`src/sv/sha1md_pkg.sv`:
```
// ----------------------------------------------------------------------------
// sha1md_pkg
// Shared constants and helpers for the SHA-1 message digest engine.
// ----------------------------------------------------------------------------
package sha1md_pkg;

   localparam int unsigned WordWidth  = 32;
   localparam int unsigned BufWords   = 16;
   localparam int unsigned Rounds     = 80;
   localparam int unsigned NumChain   = 5;

   typedef logic [WordWidth-1:0]        word_type;
   typedef logic [$clog2(BufWords)-1:0] widx_type;
   typedef logic [$clog2(Rounds)-1:0]   round_type;

   localparam word_type H0 = 32'h6745_2301;
   localparam word_type H1 = 32'hEFCD_AB89;
   localparam word_type H2 = 32'h98BA_DCFE;
   localparam word_type H3 = 32'h1032_5476;
   localparam word_type H4 = 32'hC3D2_E1F0;

   localparam word_type K0 = 32'h5A82_7999;
   localparam word_type K1 = 32'h6ED9_EBA1;
   localparam word_type K2 = 32'h8F1B_BCDC;
   localparam word_type K3 = 32'hCA62_C1D6;

   localparam logic [7:0] PadMark = 8'h80;

   localparam round_type LastRound  = round_type'(Rounds - 1);
   localparam round_type SchedStart = round_type'(BufWords);

   function automatic word_type rotl1(input word_type x);
      return {x[WordWidth-2:0], x[WordWidth-1]};
   endfunction

   function automatic word_type rotl5(input word_type x);
      return {x[WordWidth-6:0], x[WordWidth-1 -: 5]};
   endfunction

   function automatic word_type rotl30(input word_type x);
      return {x[1:0], x[WordWidth-1:2]};
   endfunction

endpackage

```
`src/sv/sha1_message_digest_top.sv`:
```
// ----------------------------------------------------------------------------
// sha1_message_digest_top
// SHA-1 digest engine, one message byte per transfer, digest as five words.
// ----------------------------------------------------------------------------
// Usage:
//  req_* carries one item per transfer: a byte (used when req_byte_present
//  is high) and req_end_of_message marking the last item of a message. An end
//  item without a byte closes the message as is, so empty messages work.
//  rsp_* carries one digest per message, rsp_digest_word0 first in big-endian
//  byte order, after the transfer that ends the message.
//  Bytes are packed into words and written to a 16-word block buffer memory.
//  A full block is compressed at one round per cycle (load, the rounds, then
//  add); bytes are not taken meanwhile, so the round loop and the single
//  buffer read port limit the byte rate.
//  Closing a message pads and writes the length word by word (up to 18 writes)
//  then compresses one or two blocks before the digest is delivered.
//  req_stall is high while a block is padded or compressed and while a
//  finished digest waits for the output register.
//  A stalled digest waits in the output register; bytes of the next message
//  are still taken, and the next digest is held back until that one is gone.
//  Synchronous reset restores the initial chaining words and an empty message.
// ----------------------------------------------------------------------------
module sha1_message_digest_top
   import sha1md_pkg::*;
(
   input  logic        clock,
   input  logic        reset,
   input  logic        req_valid,
   output logic        req_stall,
   input  logic [7:0]  req_msg_byte,
   input  logic        req_byte_present,
   input  logic        req_end_of_message,
   output logic        rsp_valid,
   input  logic        rsp_stall,
   output logic [31:0] rsp_digest_word0,
   output logic [31:0] rsp_digest_word1,
   output logic [31:0] rsp_digest_word2,
   output logic [31:0] rsp_digest_word3,
   output logic [31:0] rsp_digest_word4
);

   typedef enum logic [2:0] {
      ST_IDLE, ST_PAD, ST_ZERO, ST_LEN, ST_LOAD, ST_ROUND, ST_ADD, ST_DELIVER
   } state_type;

   typedef enum logic [1:0] {
      POST_IDLE, POST_PAD, POST_ZERO, POST_DELIVER
   } post_type;

   state_type   state_ff,  state_in;
   post_type    post_ff,   post_in;
   logic [5:0]  fill_ff,   fill_in;
   logic [63:0] bitlen_ff, bitlen_in;
   logic [23:0] wacc_ff,   wacc_in;
   widx_type    widx_ff,   widx_in;
   logic        two_ff,    two_in;
   round_type   round_ff,  round_in;
   word_type    h_ff [NumChain];
   word_type    h_in [NumChain];
   word_type    a_ff, b_ff, c_ff, d_ff, e_ff;
   word_type    a_in, b_in, c_in, d_in, e_in;
   word_type    sched_ff [BufWords];
   word_type    sched_in [BufWords];
   logic        rsp_valid_ff, rsp_valid_in;
   word_type    dig_ff [NumChain];
   word_type    dig_in [NumChain];

   word_type    buf_mem [BufWords];
   word_type    rd_q_ff;
   logic        mem_we;
   widx_type    mem_waddr;
   widx_type    mem_raddr;
   word_type    mem_wdata;

   logic        req_xfer;
   word_type    w_cur, f_cur, k_cur, t_cur, pad_word;
   widx_type    fw;

   assign req_stall = (state_ff != ST_IDLE);
   assign req_xfer  = req_valid && !req_stall;
   assign fw        = fill_ff[5:2];

   always_ff @(posedge clock) begin
      if (mem_we) begin
         buf_mem[mem_waddr] <= mem_wdata;
      end
      rd_q_ff <= buf_mem[mem_raddr];
   end

   always_comb begin
      w_cur = (round_ff < SchedStart) ? rd_q_ff :
              rotl1(sched_ff[13] ^ sched_ff[8] ^ sched_ff[2] ^ sched_ff[0]);
      if (round_ff < round_type'(20)) begin
         f_cur = (b_ff & c_ff) | (~b_ff & d_ff);
         k_cur = K0;
      end else if (round_ff < round_type'(40)) begin
         f_cur = b_ff ^ c_ff ^ d_ff;
         k_cur = K1;
      end else if (round_ff < round_type'(60)) begin
         f_cur = (b_ff & c_ff) | (b_ff & d_ff) | (c_ff & d_ff);
         k_cur = K2;
      end else begin
         f_cur = b_ff ^ c_ff ^ d_ff;
         k_cur = K3;
      end
      t_cur = rotl5(a_ff) + f_cur + e_ff + k_cur + w_cur;

      case (fill_ff[1:0])
         2'd0:    pad_word = {PadMark, 24'h0};
         2'd1:    pad_word = {wacc_ff[7:0], PadMark, 16'h0};
         2'd2:    pad_word = {wacc_ff[15:0], PadMark, 8'h0};
         2'd3:    pad_word = {wacc_ff[23:0], PadMark};
         default: pad_word = '0;
      endcase
   end

   always_comb begin
      state_in  = state_ff;
      post_in   = post_ff;
      fill_in   = fill_ff;
      bitlen_in = bitlen_ff;
      wacc_in   = wacc_ff;
      widx_in   = widx_ff;
      two_in    = two_ff;
      round_in  = round_ff;
      a_in      = a_ff;
      b_in      = b_ff;
      c_in      = c_ff;
      d_in      = d_ff;
      e_in      = e_ff;
      h_in      = h_ff;
      sched_in  = sched_ff;
      dig_in    = dig_ff;
      mem_we    = 1'b0;
      mem_waddr = widx_ff;
      mem_wdata = '0;
      mem_raddr = '0;

      rsp_valid_in = rsp_valid_ff && rsp_stall;

      case (state_ff)
         ST_IDLE: begin
            if (req_xfer) begin
               if (req_byte_present) begin
                  wacc_in   = {wacc_ff[15:0], req_msg_byte};
                  fill_in   = fill_ff + 6'd1;
                  bitlen_in = bitlen_ff + 64'd8;
                  if (fill_ff[1:0] == 2'd3) begin
                     mem_we    = 1'b1;
                     mem_waddr = fw;
                     mem_wdata = {wacc_ff, req_msg_byte};
                  end
                  if (fill_ff == 6'd63) begin
                     state_in = ST_LOAD;
                     post_in  = req_end_of_message ? POST_PAD : POST_IDLE;
                  end else if (req_end_of_message) begin
                     state_in = ST_PAD;
                  end
               end else if (req_end_of_message) begin
                  state_in = ST_PAD;
               end
            end
         end
         ST_PAD: begin
            mem_we    = 1'b1;
            mem_waddr = fw;
            mem_wdata = pad_word;
            if (fw == widx_type'(15)) begin
               widx_in  = '0;
               two_in   = 1'b0;
               post_in  = POST_ZERO;
               state_in = ST_LOAD;
            end else begin
               widx_in  = fw + widx_type'(1);
               two_in   = (fw == widx_type'(14));
               state_in = ST_ZERO;
            end
         end
         ST_ZERO: begin
            if (!two_ff && widx_ff == widx_type'(14)) begin
               state_in = ST_LEN;
            end else begin
               mem_we    = 1'b1;
               mem_waddr = widx_ff;
               mem_wdata = '0;
               if (widx_ff == widx_type'(15)) begin
                  widx_in  = '0;
                  two_in   = 1'b0;
                  post_in  = POST_ZERO;
                  state_in = ST_LOAD;
               end else begin
                  widx_in = widx_ff + widx_type'(1);
               end
            end
         end
         ST_LEN: begin
            mem_we    = 1'b1;
            mem_waddr = widx_ff;
            mem_wdata = widx_ff[0] ? bitlen_ff[31:0] : bitlen_ff[63:32];
            if (widx_ff == widx_type'(15)) begin
               post_in  = POST_DELIVER;
               state_in = ST_LOAD;
            end else begin
               widx_in = widx_type'(15);
            end
         end
         ST_LOAD: begin
            mem_raddr = '0;
            a_in      = h_ff[0];
            b_in      = h_ff[1];
            c_in      = h_ff[2];
            d_in      = h_ff[3];
            e_in      = h_ff[4];
            round_in  = '0;
            state_in  = ST_ROUND;
         end
         ST_ROUND: begin
            mem_raddr = round_ff[3:0] + widx_type'(1);
            a_in = t_cur;
            b_in = a_ff;
            c_in = rotl30(b_ff);
            d_in = c_ff;
            e_in = d_ff;
            for (int i = 0; i < BufWords - 1; i++) begin
               sched_in[i] = sched_ff[i+1];
            end
            sched_in[BufWords-1] = w_cur;
            round_in = round_ff + round_type'(1);
            if (round_ff == LastRound) begin
               state_in = ST_ADD;
            end
         end
         ST_ADD: begin
            h_in[0] = h_ff[0] + a_ff;
            h_in[1] = h_ff[1] + b_ff;
            h_in[2] = h_ff[2] + c_ff;
            h_in[3] = h_ff[3] + d_ff;
            h_in[4] = h_ff[4] + e_ff;
            case (post_ff)
               POST_IDLE:    state_in = ST_IDLE;
               POST_PAD:     state_in = ST_PAD;
               POST_ZERO:    state_in = ST_ZERO;
               POST_DELIVER: state_in = ST_DELIVER;
               default:      state_in = ST_IDLE;
            endcase
         end
         ST_DELIVER: begin
            if (!rsp_valid_ff || !rsp_stall) begin
               dig_in       = h_ff;
               rsp_valid_in = 1'b1;
               h_in[0]      = H0;
               h_in[1]      = H1;
               h_in[2]      = H2;
               h_in[3]      = H3;
               h_in[4]      = H4;
               fill_in      = '0;
               bitlen_in    = '0;
               state_in     = ST_IDLE;
            end
         end
         default: begin
            state_in = ST_IDLE;
         end
      endcase
   end

   always_ff @(posedge clock) begin
      if (reset) begin
         state_ff     <= ST_IDLE;
         post_ff      <= POST_IDLE;
         fill_ff      <= '0;
         bitlen_ff    <= '0;
         widx_ff      <= '0;
         two_ff       <= 1'b0;
         round_ff     <= '0;
         rsp_valid_ff <= 1'b0;
         h_ff[0]      <= H0;
         h_ff[1]      <= H1;
         h_ff[2]      <= H2;
         h_ff[3]      <= H3;
         h_ff[4]      <= H4;
      end else begin
         state_ff     <= state_in;
         post_ff      <= post_in;
         fill_ff      <= fill_in;
         bitlen_ff    <= bitlen_in;
         widx_ff      <= widx_in;
         two_ff       <= two_in;
         round_ff     <= round_in;
         rsp_valid_ff <= rsp_valid_in;
         h_ff         <= h_in;
      end
      wacc_ff  <= wacc_in;
      a_ff     <= a_in;
      b_ff     <= b_in;
      c_ff     <= c_in;
      d_ff     <= d_in;
      e_ff     <= e_in;
      sched_ff <= sched_in;
      dig_ff   <= dig_in;
   end

   assign rsp_valid        = rsp_valid_ff;
   assign rsp_digest_word0 = dig_ff[0];
   assign rsp_digest_word1 = dig_ff[1];
   assign rsp_digest_word2 = dig_ff[2];
   assign rsp_digest_word3 = dig_ff[3];
   assign rsp_digest_word4 = dig_ff[4];

endmodule

```
`config.mk`:
```
export PLATFORM = sky130hd
export DESIGN_NAME = sha1_message_digest_top
export DESIGN_NICKNAME = d
export VERILOG_FILES = /design/src/sv/sha1md_pkg.sv /design/src/sv/sha1_message_digest_top.sv
export SDC_FILE = /design/constraint.sdc
export NUM_CORES = 2
export LEC_CHECK = 0
export BUFFER_PORTS_ARGS = -buffer_cell sky130_fd_sc_hd__buf_2
export CORE_ASPECT_RATIO = 0.7
export CORE_MARGIN = 2
export CORE_UTILIZATION = 50
export DETAILED_ROUTE_END_ITERATION = 6
export PLACE_DENSITY_LB_ADDON = 0.2
export SKIP_CTS_REPAIR_TIMING = 1
export SLEW_MARGIN = 20
export SYNTH_ARGS = -nofsm -noshare
export SYNTH_HDL_FRONTEND = slang
export SYNTH_SLANG_ARGS = --single-unit
```
`constraint.sdc`:
```
create_clock -name clock -period 50.4 [get_ports clock]
set_input_delay 10.08 -clock clock [delete_from_list [all_inputs] [get_ports clock]]
set_output_delay 10.08 -clock clock [all_outputs]
set_load 0.01 [all_outputs]
```
# Yosys cells after proc, flatten, opt, wreduce, memory -nomap -nowiden
# Memory sizes are Yosys's and may differ from the RTL's. A register that Yosys moved wholly into a read port is not among the register bits.
# Cells that the tools add are included.
totals:
  reg_bits: 1104
  ramBits: 512
  in_bits: 14
  output_inout_bits: 162
  elab_cells: 201
  mem_count: 1
classes:
  add_sub_neg: 15
  order_cmp: 4
  n_eq_ne: 29
  muxes: 72
  bitwise_logic: 13
  n_reduce_logical: 27
memory_table:
  columns: ["memory", "words", "word_bits", "rd", "rd_clocked_by_memory_dff", "write_ports", "line", "rtl"]
  rows:
  - ["buf_mem", 16, 32, 1, 1, 1, "sha1_message_digest_top.sv:68", "word_type buf_mem [BufWords];"]
ops:
  columns: ["op", "n"]
  rows:
  - ["32-bit two-way mux", 10]
  - ["160-bit one-hot mux with 2 select lines", 1]
  - ["32-bit one-hot mux with 2 select lines", 5]
  - ["32-bit adder", 9]
  - ["64-bit two-way mux", 3]
  - ["160-bit two-way mux", 1]
  - ["32-bit XOR", 5]
  - ["32-bit AND", 4]
  - ["32-bit one-hot mux with 4 select lines", 1]
  - ["64-bit one-hot mux with 2 select lines", 1]
  - ["32-bit bitwise OR", 3]
  - ["32-bit one-hot mux with 3 select lines", 1]
  - ["64-bit by 4-bit adder with 64-bit output (second input constant)", 1]
  - ["4-bit two-way mux", 8]
  - ["32-bit NOT", 1]
  - ["31-bit two-way mux", 1]
  - ["3-bit two-way mux", 9]
  - ["3-bit one-hot mux with 8 select lines", 1]
  - ["2-bit != test (second input constant)", 10]
  - ["6-bit two-way mux", 3]
  - ["4-bit equality test (second input constant)", 4]
  - ["7-bit by 5-bit less-than comparator with 1-bit output (second input constant)", 2]
  - ["7-bit by 6-bit less-than comparator with 1-bit output (second input constant)", 2]
  - ["2-bit two-way mux", 7]
  - ["32 further kinds", 67]

# Logic depth before layout (Yosys ltp)
logic_depth:
  ltp_word: 11
  ltp_mapped: 25
  mapped_depth_nobuf: 22

# Worst setup path after synthesis
# OpenSTA, ideal clock, no wires.
synth_timing:
  kind: "register -> register"
  start: "reg state_ff[2]"
  end: "reg sched_ff[0] in the netlist's numbering (enable)"
  arrival_ns: 17.254
  path_slack_ns: 32.073
  path_stages_with_launch: 8
  path_cell_list: "dfxtp_1 buf_2 nand2b_1 inv_2 nand2_1 inv_1 clkbuf_1 buf_1"
synth_via:
  elab_chain_len: 1
synth_rtl:
  columns: ["element", "line", "rtl"]
  rows:
  - ["from (decl)", "sha1_message_digest_top.sv:50", "state_type state_ff, state_in;"]
  - ["from (signal assigned)", "sha1_message_digest_top.sv:283", "state_ff <= state_in;"]
  - ["3-bit equality test", "sha1_message_digest_top.sv:141", "case (state_ff)"]
  - ["to (signal assigned)", "sha1_message_digest_top.sv:299", "sched_ff <= sched_in;"]
  - ["to (decl)", "sha1_message_digest_top.sv:62", "word_type sched_ff [BufWords];"]
# Every way passes these cells.
# A chain may end at the register's enable or synchronous reset.

# Worst setup path in the final report
layout_timing:
  start: "in req_valid"
  end: "mem buf_mem[3][30] in the netlist's numbering (enable)"
layout_via:
  elab_chain_len: 5
layout_rtl:
  columns: ["element", "line", "rtl"]
  rows:
  - ["from (decl)", "sha1_message_digest_top.sv:28", "input logic req_valid,"]
  - ["1-bit logical AND (*)", "sha1_message_digest_top.sv:80", "assign req_xfer = req_valid && !req_stall;"]
  - ["1-bit two-way mux", "sha1_message_digest_top.sv:143", "if (req_xfer) begin"]
  - ["1-bit one-hot mux with 3 select lines", "sha1_message_digest_top.sv:141", null]
  - ["1-bit two-way mux", "sha1_message_digest_top.sv:84", "if (mem_we) begin"]
  - ["1-bit two-way mux (not written as such)", "sha1_message_digest_top.sv:85", "buf_mem[mem_waddr] <= mem_wdata;"]
  - ["to (decl)", "sha1_message_digest_top.sv:68", null]
# Mark *: on every way between the ends. The rest lies on a longest branch, timed or not.

==> flow_summary.yaml <==
outcome:
  status: "complete, no violations"
synth:
  ys_types: 87
  synth.top_cell.area_share: 0.565
  synth-main-ff-cell: "edfxtp_1"
  syn-num-nets: 6162
  synth-seq-cells: 1645
  async_flop_share: 0
  yosysTopAreaCell: "edfxtp_1"
  synth_most_common_cell: "edfxtp_1"
  synth_edf_count: 1368
  ys_warn_count: 0
  synth_common_cells: "1368 x edfxtp_1, 929 x nand2_1, 298 x inv_1"
  synth_cells: 5820
  syn_area_um2: 72800
  ys_seq_area_frac: 0.641
  avgSynthCellArea_um2: 12.5
  netlist_top_cells_area: "edfxtp_1 56%, dfxtp_1 7.6%, nand2_1 4.8%"
sta:
  drv_slew: 0
  worst_pin_slew_ps: 1160
  finalCritPeriodShare: 0.261
  fin_crit_ps: 13170
  rsz0062_at_grt: "false"
  clock.fmax_mhz: 75.9
  max_slew_margin: 0.224
  clock_skew_ps: 28.2
  setup_viol: 0
  finalHoldViolations: 0
  setup_slack_ps: 37230
  fin_tns_setup_ps: 0
critical_path:
  worstPathArrival_ps: 13630
  crit_fanout: 30
  worstSetupPathType: "primary input to flop"
  reg2reg_from: "sched_ff[447]"
  reg2reg_to: "a_ff[31]"
  max_stage_delay_ps: 800
  start_kind: "primary input"
  critPathRequiredTime_ps: 50860
  cp_slowest_cell: "nor2_1"
  timing.critical_path.mode_cell: "buf_4"
  crit_chain: "buf_2 > and3_1 > buf_4 > and2_1 > nor2_1 > a41oi_1 > nor2_4 > buf_4"
  endpoint_kind: "flop"
  r2r_cells: 22
  reg2reg_slack_ps: 43200
global_routing:
  overflow: 0
  grt_use_met3: 0.0650
  track_usage: 0.252
  grt_pass1_wl_um: 280000
  busiest_layer: "met1"
  grt_pass1_vias: 43600
  use_met2: 0.338
  antenna_found_initial: 9
  grt_max_degree: 198
  met1_usage: 0.402
clock_network:
  cts_root_buf: "clkbuf_16"
  cts_buffers: 155
  clock_latency_ps: 810
  cts_max_path_buffers: 3
  htreeDepth: 4
  cts_tree: "yes"
  clkTransAtPathRegs_ps: 60
  cts.sinks: 1645
floorplanning:
  coreArea_um2: 145000
  ios: 176
  die_x_um: 460
  dieArea_um2: 149000
  chipHeight_um: 323
  initial_core_util: 0.502
  placement_rows: 117
power:
  powerDensity_nw_per_um2: 48.3
  leakage_nw: 28.4
  peakVddDrop_mv: 0.0493
drt:
  drt_iter0_drc: 5597
  wire_per_inst_um: 23.6
  wl_um: 189000
  firstDrtPassIters: 6
  vias: 47100
  detail-route-antenna-nets: 0
  remaining_drc_errors: 0
  viasPerCell: 5.86
hold_path:
  holdCritPathClass: "flop to flop"
  hold-path-endpoint: "sched_ff[171]"
  hold_path_depth: 0
  min_from: "sched_ff[139]"
place:
  dp_hpwl_um: 125000
  place_inst: 7744
  dp_slack_ps: 36540
  globalplace.congestion: 0.939
  port_buffers: 175
finish:
  syn_to_final_growth_pct: 11.5
  fill_cells: 11800
  final_nets: 6340
  multi_input_area_um2: 24300
  seq_area_um2: 46600
  drive_gt1_frac: 0.0936
  final_cells: 8031
job:
  cap_violations: 0
==> per-stage QoR <==
stage | cell area (um^2) | util | hold WS, ps | power (mW)
2_1_floorplan | 72800 | - | 400 | 2.45
3_3_place_gp | 76100 | 0.525 | 400 | 2.71
3_5_place_dp | 76100 | 0.525 | 405 | 2.74
4_1_cts | 81100 | 0.560 | 410 | 3.92
5_1_grt | 81100 | 0.560 | 412 | 4.12
6_report | 81200 | 0.560 | 404 | 3.92
==> critical path: cells and delay by family <==
family | cells | cell delay, ps
buf+inv | 3 | 790
compound gates | 1 | 650
simple gates | 4 | 2080
==> metal layers <==
layer	wire length, um	vias up
met1	89000	23300
li1	-	21600
met3	20700	230
met4	3670	2
met5	12	-
met2	76000	2010
==> how the worst max path moves through the flow <==
stage | from | endpoint | slack, ps | cells past startpoint
global route | req_valid | buf_mem[2][24] | 37100 | 8
finish | req_valid | buf_mem[3][30] | 37230 | 8
floorplan | state_ff[2] | sched_ff[0] | 32070 | 7
detailed placement | req_valid | buf_mem[11][26] | 36540 | 7
global placement | req_valid | buf_mem[3][26] | 36650 | 8
CTS | req_valid | buf_mem[2][1] | 37400 | 8
==> placed cells by master (no fill, tap or decap), drive strengths merged, types with 28 or more instances in the layout <==
cell	n
nor3	56
o21ai	253
inv	309
clkinv	48
nand2	929
a21oi	274
or3	31
a311oi	101
nand3	165
a21o	76
o21bai	28
o21a	49
nor2b	92
clkbuf	207
edfxtp	1368
a31oi	64
xnor2	190
mux2i	128
nor2	296
dfxtp	277
xor2	104
o22ai	28
buf	266
a211oi	97
fa	125
and3	31
ha	203
==> cell type report <==
class / instances / area share
antenna: 2 / 0.0000617
clock buffer: 207 / 0.0524
clock inverter: 77 / 0.00981
inverter: 301 / 0.0142
multi-input combinational: 3629 / 0.300
sequential: 1645 / 0.575
tap: 1904 / 0.0294
timing repair buffer: 266 / 0.0199
==> power breakdown <==
part | internal (mW) | switching [mW] | total [mW]
clock | 0.667 | 0.515 | 1.18
sequential | 1.58 | 0.0488 | 1.62
combinational | 0.417 | 0.700 | 1.12
total | 2.66 | 1.26 | 3.92
==> cell families after synthesis <==
family          share of synthesized area
simple gates                        0.103
flops                               0.641
compound gates                      0.106
buf+inv                            0.0282
fa+ha+maj                          0.0693
xor+xnor                           0.0354
mux                                0.0178
==> flip-flops by register name, summed over array words and instances (netlist names), 61 cells and up <==
| name | cells |
|---|---|
| buf_mem | 512 |
| sched_ff | 512 |
| h_ff | 160 |
| bitlen_ff | 61 |
No activity file was read; power rests on OpenSTA's default activity.
